<file path="src/hdl/bls_pkg.sv">
// Shared types and constants for the Bresenham line stepper.
package bls_pkg;

   localparam int CoordBits = 16;
   localparam int ColorBits = 32;
   localparam int CfgBits = 15;
   localparam int DefQueueDepth = 4;

   localparam logic [CfgBits-1:0] SurfaceWidthReset = CfgBits'(1920);
   localparam logic [CfgBits-1:0] SurfaceHeightReset = CfgBits'(1080);

   typedef enum logic {
      OP_START = 1'b0,
      OP_ADVANCE = 1'b1
   } op_type;

   typedef enum logic {
      CSR_SURFACE_WIDTH = 1'b0,
      CSR_SURFACE_HEIGHT = 1'b1
   } csr_index_type;

   typedef logic signed [CoordBits-1:0] coord_type;
   typedef logic [CoordBits:0] abs_delta_type;
   typedef logic signed [CoordBits+1:0] neg_delta_type;
   typedef logic signed [CoordBits+2:0] error_type;
   typedef logic [ColorBits-1:0] color_type;
   typedef logic [CfgBits-1:0] extent_type;

   typedef struct packed {
      op_type operation;
      coord_type start_x;
      coord_type start_y;
      coord_type end_x;
      coord_type end_y;
      color_type line_color;
   } req_type;

   typedef struct packed {
      logic pixel_valid;
      coord_type pixel_x;
      coord_type pixel_y;
      logic inside_res;
      color_type pixel_color;
      logic last;
   } rsp_type;

   // Classified and pre-computed command between front and back.
   typedef struct packed {
      op_type operation;
      coord_type start_x;
      coord_type start_y;
      coord_type end_x;
      coord_type end_y;
      abs_delta_type abs_dx;
      neg_delta_type neg_dy;
      logic x_neg;
      logic y_neg;
      color_type color;
   } cmd_type;

   typedef struct packed {
      extent_type width;
      extent_type height;
   } surface_type;

endpackage

</file>
<file path="src/hdl/bls_front.sv">
// Front end: accepts items and computes line setup (deltas and step signs).
module bls_front (
   input  logic              req_valid,
   output logic              req_ready,
   input  bls_pkg::req_type  req_payload,
   output logic              push_valid,
   input  logic              push_ready,
   output bls_pkg::cmd_type  push_cmd
);
   import bls_pkg::*;

   logic signed [CoordBits:0] diff_x;
   logic signed [CoordBits:0] diff_y;
   logic                      dx_neg;
   logic                      dy_neg;

   assign diff_x = {req_payload.end_x[CoordBits-1], req_payload.end_x}
                 - {req_payload.start_x[CoordBits-1], req_payload.start_x};
   assign diff_y = {req_payload.end_y[CoordBits-1], req_payload.end_y}
                 - {req_payload.start_y[CoordBits-1], req_payload.start_y};
   assign dx_neg = diff_x[CoordBits];
   assign dy_neg = diff_y[CoordBits];

   always_comb begin
      push_cmd.operation = req_payload.operation;
      push_cmd.start_x = req_payload.start_x;
      push_cmd.start_y = req_payload.start_y;
      push_cmd.end_x = req_payload.end_x;
      push_cmd.end_y = req_payload.end_y;
      push_cmd.color = req_payload.line_color;
      // step is negative unless start < end
      push_cmd.x_neg = dx_neg || (diff_x == '0);
      push_cmd.y_neg = dy_neg || (diff_y == '0);
      push_cmd.abs_dx = dx_neg ? abs_delta_type'(-diff_x) : abs_delta_type'(diff_x);
      push_cmd.neg_dy = dy_neg ? {diff_y[CoordBits], diff_y}
                               : -{diff_y[CoordBits], diff_y};
   end

   assign push_valid = req_valid;
   assign req_ready = push_ready;

endmodule

</file>
<file path="src/hdl/bls_queue.sv">
// Command queue between the front end and the stepping back end.
module bls_queue #(
   parameter int DEPTH = bls_pkg::DefQueueDepth
) (
   input  logic              clock,
   input  logic              reset,
   input  logic              push_valid,
   output logic              push_ready,
   input  bls_pkg::cmd_type  push_cmd,
   output logic              pop_valid,
   input  logic              pop_ready,
   output bls_pkg::cmd_type  pop_cmd
);
   import bls_pkg::*;

   localparam int PtrBits = $clog2(DEPTH);
   localparam int CntBits = $clog2(DEPTH + 1);

   cmd_type              mem_ff [DEPTH];
   logic [PtrBits-1:0]   wr_ptr_ff, wr_ptr_in;
   logic [PtrBits-1:0]   rd_ptr_ff, rd_ptr_in;
   logic [CntBits-1:0]   count_ff, count_in;
   logic                 push_fire;
   logic                 pop_fire;

   assign push_ready = (count_ff != CntBits'(DEPTH));
   assign pop_valid = (count_ff != '0);
   assign pop_cmd = mem_ff[rd_ptr_ff];
   assign push_fire = push_valid && push_ready;
   assign pop_fire = pop_valid && pop_ready;

   always_comb begin
      wr_ptr_in = wr_ptr_ff;
      rd_ptr_in = rd_ptr_ff;
      count_in = count_ff;
      if (push_fire) begin
         wr_ptr_in = (wr_ptr_ff == PtrBits'(DEPTH - 1)) ? '0 : wr_ptr_ff + 1'b1;
      end
      if (pop_fire) begin
         rd_ptr_in = (rd_ptr_ff == PtrBits'(DEPTH - 1)) ? '0 : rd_ptr_ff + 1'b1;
      end
      if (push_fire && !pop_fire) begin
         count_in = count_ff + 1'b1;
      end else if (pop_fire && !push_fire) begin
         count_in = count_ff - 1'b1;
      end
   end

   always_ff @(posedge clock) begin
      if (reset) begin
         wr_ptr_ff <= '0;
         rd_ptr_ff <= '0;
         count_ff <= '0;
      end else begin
         wr_ptr_ff <= wr_ptr_in;
         rd_ptr_ff <= rd_ptr_in;
         count_ff <= count_in;
      end
   end

   always_ff @(posedge clock) begin
      if (push_fire) begin
         mem_ff[wr_ptr_ff] <= push_cmd;
      end
   end

`ifndef SYNTHESIS
   a_count_bound: assert property (@(posedge clock) disable iff (reset)
      count_ff <= CntBits'(DEPTH))
      else $error("queue count over depth");
`endif

endmodule

</file>
<file path="src/hdl/bls_back.sv">
// Back end: Bresenham stepping state, inside test and result register.
module bls_back (
   input  logic                  clock,
   input  logic                  reset,
   input  logic                  pop_valid,
   output logic                  pop_ready,
   input  bls_pkg::cmd_type      pop_cmd,
   input  bls_pkg::surface_type  surface,
   output logic                  rsp_valid,
   input  logic                  rsp_ready,
   output bls_pkg::rsp_type      rsp_payload
);
   import bls_pkg::*;

   localparam int CmpW = ((CoordBits > CfgBits) ? CoordBits : CfgBits) + 1;

   coord_type      cur_x_ff, cur_x_in;
   coord_type      cur_y_ff, cur_y_in;
   coord_type      tgt_x_ff, tgt_x_in;
   coord_type      tgt_y_ff, tgt_y_in;
   logic           x_neg_ff, x_neg_in;
   logic           y_neg_ff, y_neg_in;
   abs_delta_type  adx_ff, adx_in;
   neg_delta_type  ndy_ff, ndy_in;
   error_type      err_ff, err_in;
   logic           active_ff, active_in;
   color_type      color_ff, color_in;
   logic           rsp_valid_ff, rsp_valid_in;
   rsp_type        rsp_ff, rsp_in;

   logic                      fire;
   logic signed [CoordBits+3:0] e2;
   logic                      step_x;
   logic                      step_y;
   error_type                 err_step;
   logic                      at_end;
   logic                      in_surface;
   logic [CmpW-1:0]           x_ext, y_ext, w_ext, h_ext;

   assign pop_ready = !rsp_valid_ff || rsp_ready;
   assign fire = pop_valid && pop_ready;

   assign e2 = {err_ff, 1'b0};
   assign step_x = (e2 >= $signed({{2{ndy_ff[CoordBits+1]}}, ndy_ff}));
   assign step_y = (e2 <= $signed({3'b000, adx_ff}));
   assign err_step = err_ff
                   + (step_x ? {ndy_ff[CoordBits+1], ndy_ff} : error_type'(0))
                   + (step_y ? error_type'({2'b00, adx_ff}) : error_type'(0));

   always_comb begin
      cur_x_in = cur_x_ff;
      cur_y_in = cur_y_ff;
      tgt_x_in = tgt_x_ff;
      tgt_y_in = tgt_y_ff;
      x_neg_in = x_neg_ff;
      y_neg_in = y_neg_ff;
      adx_in = adx_ff;
      ndy_in = ndy_ff;
      err_in = err_ff;
      color_in = color_ff;
      case (pop_cmd.operation)
         OP_START: begin
            cur_x_in = pop_cmd.start_x;
            cur_y_in = pop_cmd.start_y;
            tgt_x_in = pop_cmd.end_x;
            tgt_y_in = pop_cmd.end_y;
            x_neg_in = pop_cmd.x_neg;
            y_neg_in = pop_cmd.y_neg;
            adx_in = pop_cmd.abs_dx;
            ndy_in = pop_cmd.neg_dy;
            err_in = {pop_cmd.neg_dy[CoordBits+1], pop_cmd.neg_dy}
                   + error_type'({2'b00, pop_cmd.abs_dx});
            color_in = pop_cmd.color;
         end
         OP_ADVANCE: begin
            if (active_ff) begin
               err_in = err_step;
               if (step_x) begin
                  cur_x_in = cur_x_ff + (x_neg_ff ? '1 : CoordBits'(1));
               end
               if (step_y) begin
                  cur_y_in = cur_y_ff + (y_neg_ff ? '1 : CoordBits'(1));
               end
            end
         end
         default: begin
         end
      endcase
   end

   assign x_ext = {{(CmpW - CoordBits){cur_x_in[CoordBits-1]}}, cur_x_in};
   assign y_ext = {{(CmpW - CoordBits){cur_y_in[CoordBits-1]}}, cur_y_in};
   assign w_ext = {{(CmpW - CfgBits){1'b0}}, surface.width};
   assign h_ext = {{(CmpW - CfgBits){1'b0}}, surface.height};
   assign in_surface = !cur_x_in[CoordBits-1] && !cur_y_in[CoordBits-1]
                    && (x_ext < w_ext) && (y_ext < h_ext);
   assign at_end = (cur_x_in == tgt_x_in) && (cur_y_in == tgt_y_in);

   always_comb begin
      active_in = active_ff;
      rsp_in = '0;
      if ((pop_cmd.operation == OP_START) || active_ff) begin
         rsp_in.pixel_valid = 1'b1;
         rsp_in.pixel_x = cur_x_in;
         rsp_in.pixel_y = cur_y_in;
         rsp_in.inside_res = in_surface;
         rsp_in.pixel_color = color_in;
         rsp_in.last = at_end;
         active_in = !at_end;
      end
   end

   always_comb begin
      rsp_valid_in = rsp_valid_ff && !rsp_ready;
      if (fire) begin
         rsp_valid_in = 1'b1;
      end
   end

   always_ff @(posedge clock) begin
      if (reset) begin
         active_ff <= 1'b0;
         rsp_valid_ff <= 1'b0;
      end else begin
         rsp_valid_ff <= rsp_valid_in;
         if (fire) begin
            active_ff <= active_in;
         end
      end
   end

   always_ff @(posedge clock) begin
      if (fire) begin
         cur_x_ff <= cur_x_in;
         cur_y_ff <= cur_y_in;
         tgt_x_ff <= tgt_x_in;
         tgt_y_ff <= tgt_y_in;
         x_neg_ff <= x_neg_in;
         y_neg_ff <= y_neg_in;
         adx_ff <= adx_in;
         ndy_ff <= ndy_in;
         err_ff <= err_in;
         color_ff <= color_in;
         rsp_ff <= rsp_in;
      end
   end

   assign rsp_valid = rsp_valid_ff;
   assign rsp_payload = rsp_ff;

`ifndef SYNTHESIS
   a_idle_zero: assert property (@(posedge clock) disable iff (reset)
      rsp_valid_ff && !rsp_ff.pixel_valid |->
         rsp_ff.pixel_x == '0 && rsp_ff.pixel_y == '0 && !rsp_ff.inside_res
         && rsp_ff.pixel_color == '0 && !rsp_ff.last)
      else $error("advance without line gave nonzero fields");
`endif

`ifndef SYNTHESIS
   a_active_off_end: assert property (@(posedge clock) disable iff (reset)
      active_ff |-> !(cur_x_ff == tgt_x_ff && cur_y_ff == tgt_y_ff))
      else $error("line active at its end point");
`endif

`ifndef SYNTHESIS
   a_last_ends_line: assert property (@(posedge clock) disable iff (reset)
      fire && rsp_in.last |=> !active_ff)
      else $error("line still active after last pixel");
`endif

endmodule

</file>
<file path="src/hdl/bresenham_line_stepper.sv">
// Top level of the Bresenham line stepper: surface registers, front, queue and back.
//
//  channel  | direction | handshake            | payload
//  req_     | in        | req_valid/req_ready  | operation, endpoints, line_color
//  rsp_     | out       | rsp_valid/rsp_ready  | pixel, inside flag, color, last
//  csr_     | in        | csr_we               | csr_index, csr_wdata (15 bits)
//
// One item per clock sustained while rsp_ready is high; each item yields exactly one result item.
// The combinational error step in the back end, registered with each result,
// sets the rate.
// Reset clears the queue and the active line and loads width 1920, height 1080.
// The QUEUE_DEPTH-entry queue lets the input side keep accepting while a
// result waits on rsp_ready.
module bresenham_line_stepper #(
   parameter int QUEUE_DEPTH = bls_pkg::DefQueueDepth
) (
   input  logic                    clock,
   input  logic                    reset,
   input  logic                    req_valid,
   output logic                    req_ready,
   input  bls_pkg::req_type        req_payload,
   output logic                    rsp_valid,
   input  logic                    rsp_ready,
   output bls_pkg::rsp_type        rsp_payload,
   input  logic                    csr_we,
   input  bls_pkg::csr_index_type  csr_index,
   input  logic [bls_pkg::CfgBits-1:0] csr_wdata
);
   import bls_pkg::*;

   surface_type surface_ff;
   logic        push_valid;
   logic        push_ready;
   cmd_type     push_cmd;
   logic        pop_valid;
   logic        pop_ready;
   cmd_type     pop_cmd;

   always_ff @(posedge clock) begin
      if (reset) begin
         surface_ff.width <= SurfaceWidthReset;
         surface_ff.height <= SurfaceHeightReset;
      end else if (csr_we) begin
         case (csr_index)
            CSR_SURFACE_WIDTH: surface_ff.width <= csr_wdata;
            CSR_SURFACE_HEIGHT: surface_ff.height <= csr_wdata;
            default: begin
            end
         endcase
      end
   end

   bls_front u_front (
      .req_valid   (req_valid),
      .req_ready   (req_ready),
      .req_payload (req_payload),
      .push_valid  (push_valid),
      .push_ready  (push_ready),
      .push_cmd    (push_cmd)
   );

   bls_queue #(
      .DEPTH (QUEUE_DEPTH)
   ) u_queue (
      .clock      (clock),
      .reset      (reset),
      .push_valid (push_valid),
      .push_ready (push_ready),
      .push_cmd   (push_cmd),
      .pop_valid  (pop_valid),
      .pop_ready  (pop_ready),
      .pop_cmd    (pop_cmd)
   );

   bls_back u_back (
      .clock       (clock),
      .reset       (reset),
      .pop_valid   (pop_valid),
      .pop_ready   (pop_ready),
      .pop_cmd     (pop_cmd),
      .surface     (surface_ff),
      .rsp_valid   (rsp_valid),
      .rsp_ready   (rsp_ready),
      .rsp_payload (rsp_payload)
   );

endmodule

</file>
<file path="config.mk">
export PLATFORM = sky130hd
export DESIGN_NAME = bresenham_line_stepper
export DESIGN_NICKNAME = d
export VERILOG_FILES = /design/src/hdl/bls_pkg.sv /design/src/hdl/bls_front.sv /design/src/hdl/bls_queue.sv /design/src/hdl/bls_back.sv /design/src/hdl/bresenham_line_stepper.sv
export SDC_FILE = /design/constraint.sdc
export NUM_CORES = 1
export LEC_CHECK = 0
export BUFFER_PORTS_ARGS = -buffer_cell sky130_fd_sc_hd__buf_2
export CAP_MARGIN = 20
export CORE_MARGIN = 3
export CORE_UTILIZATION = 55
export DETAILED_ROUTE_END_ITERATION = 10
export PLACE_DENSITY = 0.72
export SLEW_MARGIN = 20
export SYNTH_ARGS = -nofsm -noshare
export SYNTH_HDL_FRONTEND = slang
export SYNTH_SLANG_ARGS = --single-unit
export TNS_END_PERCENT = 100
</file>
<file path="constraint.sdc">
create_clock -name clock -period 10.2 [get_ports clock]
set_input_delay 0.51 -clock clock [delete_from_list [all_inputs] [get_ports clock]]
set_output_delay 0.51 -clock clock [all_outputs]
set_load 0.03 [all_outputs]
</file>
==> results of run 1 <==
cells by family after synthesis:
logic type,count (synthesis),share of synthesized area
muxes,161,0.0873
DFF,796,0.623
and+or+nand+nor,705,0.0872
buffers and inverters,293,0.0306
xor gates and xnor gates,127,0.0299
adders and majority gates,190,0.0678
AOI/OAI and AO/OA,429,0.0741
cell usage after synthesis, types with 7 or more instances:
cell type	number
edfxtp_1	755
nand2_1	320
inv_1	204
ha_1	166
a21oi_1	143
mux4_2	134
nor2_1	133
xnor2_1	76
o21ai_0	73
clkbuf_1	57
xor2_1	50
dfxtp_1	41
nor3_1	38
a21o_1	32
and2_1	32
and3_1	29
nand3_1	29
fa_1	24
mux2i_1	23
or3_1	23
buf_2	22
a31oi_1	20
nor2b_1	18
o21a_1	17
nand4_1	16
a211oi_1	15
a211o_1	13
o211ai_1	13
nand2b_1	12
o21bai_1	10
a21boi_0	9
nor4_1	9
o31ai_1	9
or2_2	8
a2111oi_0	7
power by group:
group / switching (mW) / internal, mW
combinational: 4.58 / 2.80
clock: 1.27 / 1.75
sequential: 0.371 / 4.72
cell type report:
| class | instances | area, µm² | share of cell area |
|---|---|---|---|
| Clock buffer | 100 | 2190 | 0.0517 |
| Clock inverter | 48 | 534 | 0.0126 |
| Sequential cell | 796 | 23500 | 0.554 |
| Tap cell | 873 | 1090 | 0.0257 |
| Antenna cell | 8 | 20.0 | 0.000472 |
| Inverter | 204 | 771 | 0.0182 |
| Timing Repair Buffer | 218 | 1210 | 0.0285 |
| Multi-Input combinational cell | 1612 | 13100 | 0.309 |
registers in the layout (all words and copies together), names as in the netlist, named ones only:
| name | count |
|---|---|
| u_back.err_ff | 19 |
| u_queue.mem_ff | 536 |
| u_back.tgt_x_ff | 16 |
| u_queue.wr_ptr_ff | 2 |
| surface_ff | 30 |
| u_back.x_neg_ff | 1 |
| u_back.color_ff | 32 |
| u_back.tgt_y_ff | 16 |
| u_back.adx_ff | 17 |
| u_queue.count_ff | 3 |
| u_back.active_ff | 1 |
| u_back.y_neg_ff | 1 |
| u_back.cur_x_ff | 16 |
| u_queue.rd_ptr_ff | 2 |
| u_back.ndy_ff | 18 |
| u_back.rsp_payload | 67 |
| u_back.rsp_valid | 1 |
| u_back.cur_y_ff | 16 |
worst paths after layout:
path,from,end,slack (ns),cells past startpoint
max,u_back.err_ff[18],u_back.err_ff[17],3.48,22
min,req_payload[16],u_queue.mem_ff[0][16],0.08,1
max reg2reg,u_back.err_ff[18],u_back.err_ff[17],3.48,22
min reg2reg,surface_ff[8],surface_ff[8],0.46,2
metal layers:
layer,up-vias,track usage
met5,-,0
met4,22,0.0843
met3,170,0.0493
met2,853,0.423
met1,11600,0.360
li1,10600,-
==> summary.md, run 1 <==
| Metric | Value |
|---|---|
| Status | `completed` |
| Pleak | `15.9 nW` |
| DR top layer | `met5` |
| Final instance area | `between 40,000 and 50,000 µm²` |
| Initial DRT Pass Iterations | `7` |
| GP Congestion | `0.930` |
| Worst path max stage delay | `0.64 ns` |
| Fraction of layout cells with a size suffix above 1 | `0.174` |
| Power, Total | `15.5 mW` |
| Via density per instance | `6.03` |
| Global Route Usage Sum | `0.260` |
| First-pass GRT wire length | `~140,000 µm` |
| Total power density per cell area | `around 360 nW/µm²` |
| Most frequent cells in the layout | `edfxtp_1, nand2_1, inv_1` |
| Post-CTS Setup Inserts | `0` |
| Initial antenna violation count | `20` |
| IO Pins | `approximately 190` |
| Rel. slew slack | `0.282` |
| H-tree depth | `3` |
| # resized after CTS | `0` |
| WL met1 | `38,100 µm` |
| Vias | `between 20,000 and 25,000` |
| CTS tree | `done` |
| Setup WS pre-CTS | `around 3.5 ns` |
| Vias in the first global route | `23,500` |
| Met3 Wirelength | `6820 µm` |
| Final worst setup slack | `3.48 ns` |
| CP Launch Type | `flop` |
| Chip width | `268 µm` |
| Gate Count Post-Synth | `roughly 2,700` |
| Type of destination of the critical path | `flop` |
| Crit path arrival time | `between 7 and 8 ns` |
| Crit-path slowest cell | `and2_1` |
| Total global routing overflow | `0` |
| Max frequency | `about 150 MHz` |
| Detail Route Antenna Nets | `0` |
| Nets | `3,223` |
| Worst-path cell chain | `ha_1 -> nand4_1 -> nor4_2 -> o211ai_1 -> nand4b_1 -> and2_1 -> nand2_1 -> fa_1 -> inv_1 -> ha_1 -> fa_1 -> a21o_1 -> a21oi_1 -> o21bai_1 -> a21oi_1 -> o21ba_2 -> o21ai_0 -> o41a_1 -> a221oi_1 -> o21ai_0 -> xnor2_1 -> a22oi_1` |
| Pin count of the biggest net entering global routing | `90` |
| CP max FO | `15` |
| Most used DFF post-synth | `edfxtp_1` |
| Dpl cells | `between 3,000 and 4,000` |
| DIE HEIGHT | `268 µm` |
| Yosys top cell by area | `edfxtp_1` |
| Synth cell types | `92` |
| FP Rows | `95` |
| Port Buf Inserts | `186` |
| Filler instances | `between 4,000 and 5,000` |
| Pin slew with the least headroom to its limit | `about 1.1 ns` |
| Die area | `71,700 µm²` |
| Synth Warn # | `0` |
| Netlist Area Pre-Place | `37,700 µm²` |
| Wire length per cell | `about 24 µm` |
| CP Buf/Inv Count | `1` |
| Layout area overhead | `12.5%` |
| Clock root buffer | `clkbuf_16` |
| Placed cell area | `39,700 µm²` |
| Clk sinks | `a little under 800` |
| Number of DRC markers in iteration 0 | `approximately 1,900` |
| Final Max Tran Viols | `0` |
| Final Hold Viols | `0` |
| Top Family by Delay on Critical Path | `compound AO/OA/AOI/OAI gates` |
| Worst Skew | `0.0229 ns` |
| Avg Cell Area, Syn | `roughly 14 µm²` |
| Most common library cell in the layout ignoring fill and taps | `edfxtp_1` |
| Synth top area share | `0.601` |
| Initial Util | `0.558` |
| Max-Cap Viols | `0` |
| Hold Crit Class | `input pin to flop` |
| CTS Buf Count | `83` |
| DP HPWL | `63,300 µm` |
| TNS Setup | `0 ns` |
| Worst hold margin | `0.0789 ns` |
| Shortest period the worst path allows | `around 6.7 ns` |
| Post-synthesis async set-or-reset flop share | `0` |
| Clock transition at path regs | `0.06 ns` |
| Core area | `67,500 µm²` |
| CP required | `10.53 ns` |
| Hold-fix buffers, CTS | `0` |
| Metal2 WL | `43,900 µm` |
| DRC viols | `0` |
| Top post-synthesis cells by area | `edfxtp_1, mux4_2, ha_1` |
| Finished Layout Cells | `roughly 3,900` |
| Final core area utilization | `0.629` |
| Maximum VDD drop | `0.217 mV` |
| Clk_lat worst skew | `0.64 ns` |
| Post-synth EDFFs | `about 760` |
| Synth Net Count | `3,009` |
| Unrepaired setup endpoints after global routing | `no` |
| Seq cells post-synth | `roughly 800` |
| Fin crit share | `0.659` |
| Final setup viols | `0` |
| CP Class | `flop to flop` |
| Post-Route WL | `just over 90,000 µm` |
| Max Buffers Root-to-Sink | `3` |
| Sequential fraction of the synthesis area | `0.623` |
Note: power is estimated with default switching activity, not from simulation.
==> run 2, diff against run 1 <==
--- a/config.mk
+++ b/config.mk
@@ -5,12 +5,13 @@
 export SDC_FILE = /design/constraint.sdc
 export NUM_CORES = 1
 export LEC_CHECK = 0
+export ABC_AREA = 1
 export BUFFER_PORTS_ARGS = -buffer_cell sky130_fd_sc_hd__buf_2
 export CAP_MARGIN = 20
 export CORE_MARGIN = 3
 export CORE_UTILIZATION = 55
 export DETAILED_ROUTE_END_ITERATION = 10
-export PLACE_DENSITY = 0.72
+export PLACE_DENSITY = 0.75
 export SLEW_MARGIN = 20
 export SYNTH_ARGS = -nofsm -noshare
 export SYNTH_HDL_FRONTEND = slang
==> constraint.sdc (replaced) <==
create_clock -name clock -period 6.08 [get_ports clock]
set_input_delay 0.304 -clock clock [delete_from_list [all_inputs] [get_ports clock]]
set_output_delay 0.304 -clock clock [all_outputs]
set_load 0.03 [all_outputs]
==> summary.md, run 2 <==
| Metric | Value |
|---|---|
| Status | `completed` |
| Clock transition at path regs | `about 0.06 ns` |
| Area of the multi-input gates | `12,700 µm²` |
| Type of destination of the critical path | `flop` |
| Top Usage Layer GRT | `met2` |
| Initial antenna violation count | `10` |
| Worst reg2reg path startpoint | `u_back.err_ff[18]` |
| Final worst setup slack | `~0.97 ns` |
| GR Util met2 | `0.426` |
| Top-count cell post-synth | `edfxtp_1` |
| # resized after CTS | `0` |
| CTS Buf Count | `79` |
| Crit path arrival time | `5.49 ns` |
| Post-synth top cells | `edfxtp_1, nand2_1, nor2_1` |
| Pin slew with the least headroom to its limit | `around 1.1 ns` |
| CTS tree | `done` |
| Gate Count Post-Synth | `about 3,600` |
| Die area | `between 70,000 and 80,000 µm²` |
| Setup WS pre-CTS | `1.01 ns` |
| Worst path max stage delay | `between 0.4 and 0.5 ns` |
| Total global routing overflow | `0` |
| CP max FO | `33` |
| Port Buf Inserts | `186` |
| Yosys top cell by area | `edfxtp_1` |
| Hold Path Depth | `3` |
| Seq cells post-synth | `~800` |
| Core area | `about 69,000 µm²` |
| Hold Startpoint | `csr_index` |
| Final Hold Viols | `0` |
| Reg area | `between 20,000 and 25,000 µm²` |
| Detail Route Antenna Nets | `0` |
| IO Pins | `187` |
| Hold Path End | `surface_ff[24]` |
| Pin count of the biggest net entering global routing | `170` |
| Max frequency | `196 MHz` |
| Clock root buffer | `clkbuf_16` |
| Via density per instance | `5.64` |
| DP HPWL | `59,300 µm` |
| Most frequent cells in the layout | `edfxtp_1, nand2_1, nor2_1` |
| Top post-synthesis cells by area | `edfxtp_1, nand2_1, ha_1` |
| Netlist Area Pre-Place | `38,200 µm²` |
| Hold Crit Class | `input pin to flop` |
| Most common library cell in the layout ignoring fill and taps | `edfxtp_1` |
| Initial DRT Pass Iterations | `6` |
| GP Congestion | `0.916` |
| Post-synthesis async set-or-reset flop share | `0` |
| Synth cell types | `between 50 and 60` |
| Fraction of layout cells with a size suffix above 1 | `0.0924` |
| Vias in the first global route | `26,900` |
| Worst Skew | `0.0232 ns` |
| Filler instances | `~5,300` |
| Worst hold margin | `0.103 ns` |
| GR Layer Usage met1 | `0.348` |
| Clk_lat worst skew | `about 0.64 ns` |
| Chip width | `270 µm` |
| Crit-path slowest cell | `fa_1` |
| First-pass GRT wire length | `148,000 µm` |
| Crit path top cell by count | `nand2_1` |
| CP Class | `flop to flop` |
| R2r setup slk | `a little under 1 ns` |
| Clk sinks | `796` |
| Final setup viols | `0` |
| CP required | `6.46 ns` |
| Worst R2R End | `u_back.err_ff[13]` |
| CP Launch Type | `flop` |
| Synth top area share | `0.593` |
| Final core area utilization | `0.638` |
| Max FFs per register | `around 540` |
| Global Route Usage Sum | `0.256` |
| Initial Util | `0.557` |
| Unrepaired setup endpoints after global routing | `no` |
| Shortest period the worst path allows | `5.11 ns` |
| Reg2reg path depth | `29` |
| Max Buffers Root-to-Sink | `3` |
| Rel. slew slack | `0.271` |
| Synth Warn # | `0` |
| TNS Setup | `0 ns` |
| Most flops, register | `u_queue.mem_ff` |
| Most used DFF post-synth | `edfxtp_1` |
| Post-synth EDFFs | `755` |
| Fin crit share | `0.841` |
| Post-Route WL | `94,700 µm` |
| DRC viols | `0` |
| FP Rows | `96` |
| H-tree depth | `3` |
| Layout area overhead | `14.7%` |
| Nets | `around 4,200` |
| Final Max Tran Viols | `0` |
| Synth Net Count | `3,949` |
| Number of DRC markers in iteration 0 | `around 2,700` |
| Post-CTS Setup Inserts | `0` |
| DIE HEIGHT | `270 µm` |
| Wire length per cell | `19.3 µm` |
| Max-Cap Viols | `0` |
| Avg Cell Area, Syn | `10.5 µm²` |
| Sequential fraction of the synthesis area | `0.614` |
| Met3 Use GR | `0.0393` |
| Vias | `27,700` |
==> run 2: changes by cell type after synthesis, moves of 121 or more <==
cell / change
nand3_1: +121
inv_1: +184
mux4_2: -134
o21ai_0: +289
nor2_1: +273
nand2_1: +331
==> run 2: stage by stage <==
step	area [µm²]	instances
CTS	43800	4905
floorplan	38200	3641
detailed placement	40100	4644
finish	43900	4913
global route	43800	4908
global placement	40100	4644
==> run 2: how the worst max path moves through the flow <==
stage,startpoint,end,cells past startpoint
2_1_floorplan,u_queue.count_ff[1],u_queue.mem_ff[0][0],4
3_3_place_gp,u_back.err_ff[18],u_back.err_ff[13],29
3_5_place_dp,u_back.err_ff[18],u_back.err_ff[13],29
4_1_cts,u_back.err_ff[18],u_back.err_ff[13],29
5_1_grt,u_back.err_ff[18],u_back.err_ff[13],29
6_report,u_back.err_ff[18],u_back.err_ff[13],29
==> run 2: final cells by class <==
cell class                      instances  area share
Antenna cell                            8    0.000456
Clock buffer                           93      0.0465
Clock inverter                         54      0.0130
Inverter                              395      0.0341
Multi-Input combinational cell       2311       0.291
Sequential cell                       796       0.536
Tap cell                              931      0.0266
Timing Repair Buffer                  325      0.0529
==> run 2: critical path, delay by kind of cell (launching register included) <==
| kind | cells | cell delay (ns) |
|---|---|---|
| and+or+nand+nor | 18 | 1.99 |
| adders and majority gates | 4 | 1.51 |
| AOI/OAI and AO/OA | 5 | 0.77 |
| DFF | 1 | 0.45 |
| buffers and inverters | 2 | 0.09 |
==> run 2: kinds of logic (layout without fill, tap and decap cells) <==
| kind of cell | count (synthesis) | after routing | synth area share |
|---|---|---|---|
| DFF | 796 | 796 | 0.614 |
| AOI/OAI and AO/OA | 745 | 745 | 0.108 |
| xor gates and xnor gates | 77 | 77 | 0.0176 |
| buffers and inverters | 534 | 867 | 0.0538 |
| other | 0 | 8 | 0 |
| adders and majority gates | 190 | 190 | 0.0669 |
| and+or+nand+nor | 1299 | 1299 | 0.139 |
==> run 2: routing by layer <==
metal / share of wire / wire (µm)
met5: 0.00036 / 34
met4: 0.028 / 2670
met3: 0.075 / 7120
met2: 0.48 / 45000
met1: 0.42 / 39900
==> run 2: timing repair <==
action,4_1_cts,5_1_grt
setup endpoints to repair,0,0
hold endpoints to repair,414,0
hold buffers,114,0
Power of run 2 is not shown: default switching activity piles up to over one toggle a cycle in this logic, so the estimate is an artifact.
